### src/hdl/tmec_pkg.sv
// ---------------------------------------------------------------------------
// tmec_pkg
// Shared constants, types and helpers of the exact-pixel template matcher.
// ---------------------------------------------------------------------------
package tmec_pkg;

  localparam int MAX_SCENE_ROWS = 1024;
  localparam int MAX_SCENE_COLS = 1024;
  localparam int MAX_TPL_ROWS   = 64;
  localparam int MAX_TPL_COLS   = 64;

  localparam int PIX_W     = 8;
  localparam int DIM_W     = 11;
  localparam int TDIM_W    = 7;
  localparam int CFG_W     = 11;
  localparam int CFG_IDX_W = 2;
  localparam int ROW_W     = 10;
  localparam int COL_W     = 10;
  localparam int SCORE_W   = 13;

  localparam int SCENE_DEPTH = MAX_SCENE_ROWS * MAX_SCENE_COLS;
  localparam int TPL_DEPTH   = MAX_TPL_ROWS * MAX_TPL_COLS;
  localparam int SADDR_W     = $clog2(SCENE_DEPTH);
  localparam int TADDR_W     = $clog2(TPL_DEPTH);
  localparam int SCNT_W      = SADDR_W + 1;
  localparam int TCNT_W      = TADDR_W + 1;
  localparam int TY_W        = (MAX_TPL_ROWS > 1) ? $clog2(MAX_TPL_ROWS) : 1;
  localparam int TX_W        = (MAX_TPL_COLS > 1) ? $clog2(MAX_TPL_COLS) : 1;

  typedef enum logic [CFG_IDX_W-1:0] {
    REG_SCENE_ROWS = 2'd0,
    REG_SCENE_COLS = 2'd1,
    REG_TPL_ROWS   = 2'd2,
    REG_TPL_COLS   = 2'd3
  } reg_idx_t;

  typedef enum logic {
    FUNC_TPL   = 1'b0,
    FUNC_SCENE = 1'b1
  } func_t;

  typedef struct packed {
    logic [DIM_W-1:0]  sr;
    logic [DIM_W-1:0]  sc;
    logic [TDIM_W-1:0] tr;
    logic [TDIM_W-1:0] tc;
  } dims_t;

  typedef struct packed {
    logic             valid;
    logic             last;
    logic             fin;
    logic [ROW_W-1:0] row;
    logic [COL_W-1:0] col;
  } tag_t;

  typedef struct packed {
    tag_t               tag;
    logic [SADDR_W-1:0] saddr;
    logic [TADDR_W-1:0] taddr;
  } issue_t;

  typedef struct packed {
    tag_t             tag;
    logic [PIX_W-1:0] spix;
    logic [PIX_W-1:0] tpix;
  } rd_t;

  typedef struct packed {
    logic [ROW_W-1:0]   row;
    logic [COL_W-1:0]   col;
    logic [SCORE_W-1:0] score;
  } result_t;

  function automatic logic [DIM_W-1:0] clamp_dim(input logic [DIM_W-1:0] v,
                                                 input logic [DIM_W-1:0] maxv);
    logic [DIM_W-1:0] r;
    if (v == '0) begin
      r = DIM_W'(1);
    end else if (v > maxv) begin
      r = maxv;
    end else begin
      r = v;
    end
    return r;
  endfunction

endpackage

### src/hdl/tmec_score.sv
// ---------------------------------------------------------------------------
// tmec_score
// Shared compare/count unit: counts equal pixel pairs per placement and
// keeps the first placement with the strictly highest count.
// ---------------------------------------------------------------------------
module tmec_score (
  input  logic              clk,
  input  logic              rst,
  input  logic              start,
  input  tmec_pkg::rd_t     rd,
  output tmec_pkg::result_t res,
  output logic              done
);
  import tmec_pkg::*;

  logic [SCORE_W-1:0] hits;
  logic [SCORE_W-1:0] sum;
  logic               better;

  assign sum    = hits + SCORE_W'(rd.spix == rd.tpix);
  assign better = rd.tag.last && (sum > res.score);

  always_ff @(posedge clk) begin
    if (rst) begin
      done      <= 1'b0;
      hits      <= '0;
      res       <= '0;
    end else if (start) begin
      done      <= 1'b0;
      hits      <= '0;
      res       <= '0;
    end else begin
      done <= rd.tag.valid && rd.tag.fin;
      if (rd.tag.valid) begin
        hits <= rd.tag.last ? '0 : sum;
        if (better) begin
          res.score <= sum;
          res.row   <= rd.tag.row;
          res.col   <= rd.tag.col;
        end
      end
    end
  end

endmodule

### config.mk
export PLATFORM = sky130hd
export DESIGN_NAME = tmec_score
export DESIGN_NICKNAME = d
export VERILOG_FILES = /design/src/hdl/tmec_pkg.sv /design/src/hdl/tmec_score.sv
export SDC_FILE = /design/constraint.sdc
export NUM_CORES = 1
export LEC_CHECK = 0
export BUFFER_PORTS_ARGS = -buffer_cell sky130_fd_sc_hd__buf_2
export CORE_ASPECT_RATIO = 1.75
export CORE_MARGIN = 2
export CORE_UTILIZATION = 45
export CTS_BUF_LIST = sky130_fd_sc_hd__clkbuf_16
export CTS_CLUSTER_SIZE = 14
export DETAILED_ROUTE_END_ITERATION = 12
export PLACE_DENSITY = 0.71
export REMOVE_ABC_BUFFERS = 1
export SLEW_MARGIN = 20
export SYNTH_ARGS = -nofsm -noshare
export SYNTH_HDL_FRONTEND = slang
export SYNTH_SLANG_ARGS = --single-unit
### constraint.sdc
create_clock -name clk -period 10.9 [get_ports clk]
set_input_delay 2.725 -clock clk [delete_from_list [all_inputs] [get_ports clk]]
set_output_delay 2.725 -clock clk [all_outputs]
set_load 0.02 [all_outputs]
==> out/metrics.yaml <==
multi_input_area_um2: 1490
avgSynthCellArea_um2: 8.82
fillers: 529
min_period_ns: 6.25
ff_latch_area_um2: 941
drc_errors: 0
firstDrtPassIters: 4
place_congestion: 0.871
endpoint_kind: "flop"
nNetsFinal: 414
final_area_um2: 3100
fp.dieArea_um2: 6370
fp.dieH_um: 104
synth_area_leaders: "dfxtp_1 (37%), mux2i_1 (8.6%), nand2_1 (7.6%)"
async_flop_share_pct: 0
path_class: "input pin to flop"
hpwlAfterDp_um: 4300
place_area_um2: 2960
hold_viol: 0
finalCritPeriodShare_pct: 57.3
yosysWarnings: 0
synth-edff-count: 0
power_switching_mw: 0.0894
drtAntennaViolNets: 0
ys_seq_area_share_pct: 36.5
worstMarginPinSlew_ns: 0.915
grt_first_pass_wirelength_um: 9610
antenna_found_initial: 0
clockRootBuffer: "clkbuf_16"
dr.first_iter.drc_count: 32
crit_path_start_kind: "input pin"
power_frac_clock_pct: 39.7
grt_pass1_vias: 2263
grtUsageTotal_pct: 19.2
skew_ns: 0.00891
diodes: 0
finalNonFillerCells: 434
synthesis.area_um2: 2570
comb_power_share_pct: 12.4
grt-ovfl-total: 0
status: "completed"
power_density_nw_per_um2: 118
drive_gt1_share_pct: 27.4
syn-instance-count: 292
yosys_register_bits: 47
critPathArrivalTime_ns: 6.39
port_buffers: 75
cts_setup_buffers: 0
cts_tree: "built"
relSlewSlack_pct: 39.0
fp.coreArea_um2: 5540
syn_to_final_growth_pct: 20.2
swShare_pct: 24.5
fmax_mhz: 160
synth.top_cell.area_share_pct: 36.5
cts.clk_slew.worst_paths_ns: 0.06
setup_tns_ns: 0
holdCritPathClass: "flop to flop"
irDropWorstVdd_v: 0.0000898
cp.required_ns: 11.04
synth_top_cell_by_area: "dfxtp_1"
wl_per_cell_um: 13.0
cts_made_buffers: 5
critPathMaxFanout: 22
rsz0062_at_grt: "no"
io_pins: 76
p_leak_nw: 1.25
cts_repair_resize_count: 0
drv_cap: 0
clk_latency_ns: 0.29
clock_sinks: 47
synthFlopType: "dfxtp_1"
die_width_um: 61.2
seq_power_share_pct: 48.0
p_int_mw: 0.275
post-route-util_pct: 55.9
detail_route.vias_per_cell: 5.14
finalSetupViolations: 0
synthDistinctLibCells: 37
cts_hold_buf: 0
dp.cells: 426
num_vias: 2230
fp-row-count: 36
start_util_pct: 46.5
htreeDepth: 2
grt_max_degree: 46
slew_viol_final: 0
rrSetupSlack_ns: 7.24
drt_wl_total_um: 5640
cts_buffer_depth: 2
-- per-stage QoR --
stage / hold slack [ns] / power (mW) / worst slack, ns
2_1_floorplan: 0.449 / 0.207 / 4.93
3_3_place_gp: 0.439 / 0.223 / 4.39
3_5_place_dp: 0.445 / 0.224 / 4.30
4_1_cts: 0.457 / 0.367 / 4.61
5_1_grt: 0.482 / 0.378 / 4.20
6_report: 0.455 / 0.365 / 4.65
-- final cells by class --
type                    count  share of cell area [%]
repair buffers             76                    12.4
clock buffers               5                    4.04
flip-flops and latches     47                    30.4
multi-input cells         213                    48.0
well taps                  76                    3.07
inverters                  14                    1.70
clock inverters             3                   0.404
-- flip-flops by register name, summed over array words and instances (netlist names) --
name  cells
res      33
hits     13
done      1
-- power groups by stage --
stage	logic [mW]	clock network, mW	registers, mW
2_1_floorplan	0.0258	0	0.182
3_3_place_gp	0.0447	0	0.179
3_5_place_dp	0.0453	0	0.179
4_1_cts	0.0454	0.147	0.175
5_1_grt	0.0494	0.154	0.175
6_report	0.0451	0.145	0.175
-- placed cells by master (no fill, tap or decap), types with 10 or more instances in the layout --
cell type  count
a311oi_1      11
dfxtp_1       47
nor2_1        14
a211oi_2      11
nand2_1       52
xnor2_1       15
inv_1         16
a21oi_1       16
mux2i_1       22
ha_1          15
nor2b_1       10
buf_2         75
-- cells by family after synthesis --
logic type	share of synthesized area, %
fa+ha+maj	7.29
compound gates	15.4
mux	8.55
xor+xnor	6.46
buf+inv	5.83
simple gates	19.9
flops	36.5
-- worst paths after layout --
kind	startpoint	end	depth (start not counted)
max	rd[6]	res[23]$_SDFFE_PP0P_	15
min	res[21]$_SDFFE_PP0P_	res[21]$_SDFFE_PP0P_	2
max reg2reg	hits[0]$_SDFFE_PP0P_	res[23]$_SDFFE_PP0P_	11
min reg2reg	res[21]$_SDFFE_PP0P_	res[21]$_SDFFE_PP0P_	2
-- Yosys cell counts (all sizes together) (2+ instances only) --
master and count:
a21oi 16, nand2 52, xor2 4, clkbuf 10, inv 14, nor2 15, and3 2, nand2b 4
mux2i 22, a211oi 12, nand3b 2, nor3 3, dfxtp 47, nand3 7, nor2b 10, ha 15
xnor2 15, a311oi 11, buf 8, o21ai 4, nand4 8, nor4 2
-- per-layer routing --
layer | global-route usage, % | share of wire [%] | routed length, um | vias up
met4 | 11.5 | 4.9 | 276 | 0
met5 | 0 | 0 | 0 | -
met3 | 4.35 | 4.3 | 244 | 18
li1 | - | - | - | 1146
met1 | 21.5 | 40 | 2230 | 1003
met2 | 31.4 | 51 | 2890 | 63
-- critical path: stages --
cell and delay (ns):
buf_2 0.11, xnor2_1 0.15, nand4_1 0.10, nor2_1 0.11, ha_1 0.22, ha_1 0.24, nand3_1 0.18, nor4_1 0.33
xor2_1 0.28, ha_1 0.32, nand2_1 0.08, nor2_1 0.05, a211oi_2 0.72, a31oi_4 0.53, mux2i_1 0.23
No activity file was read; power rests on OpenSTA's default activity.
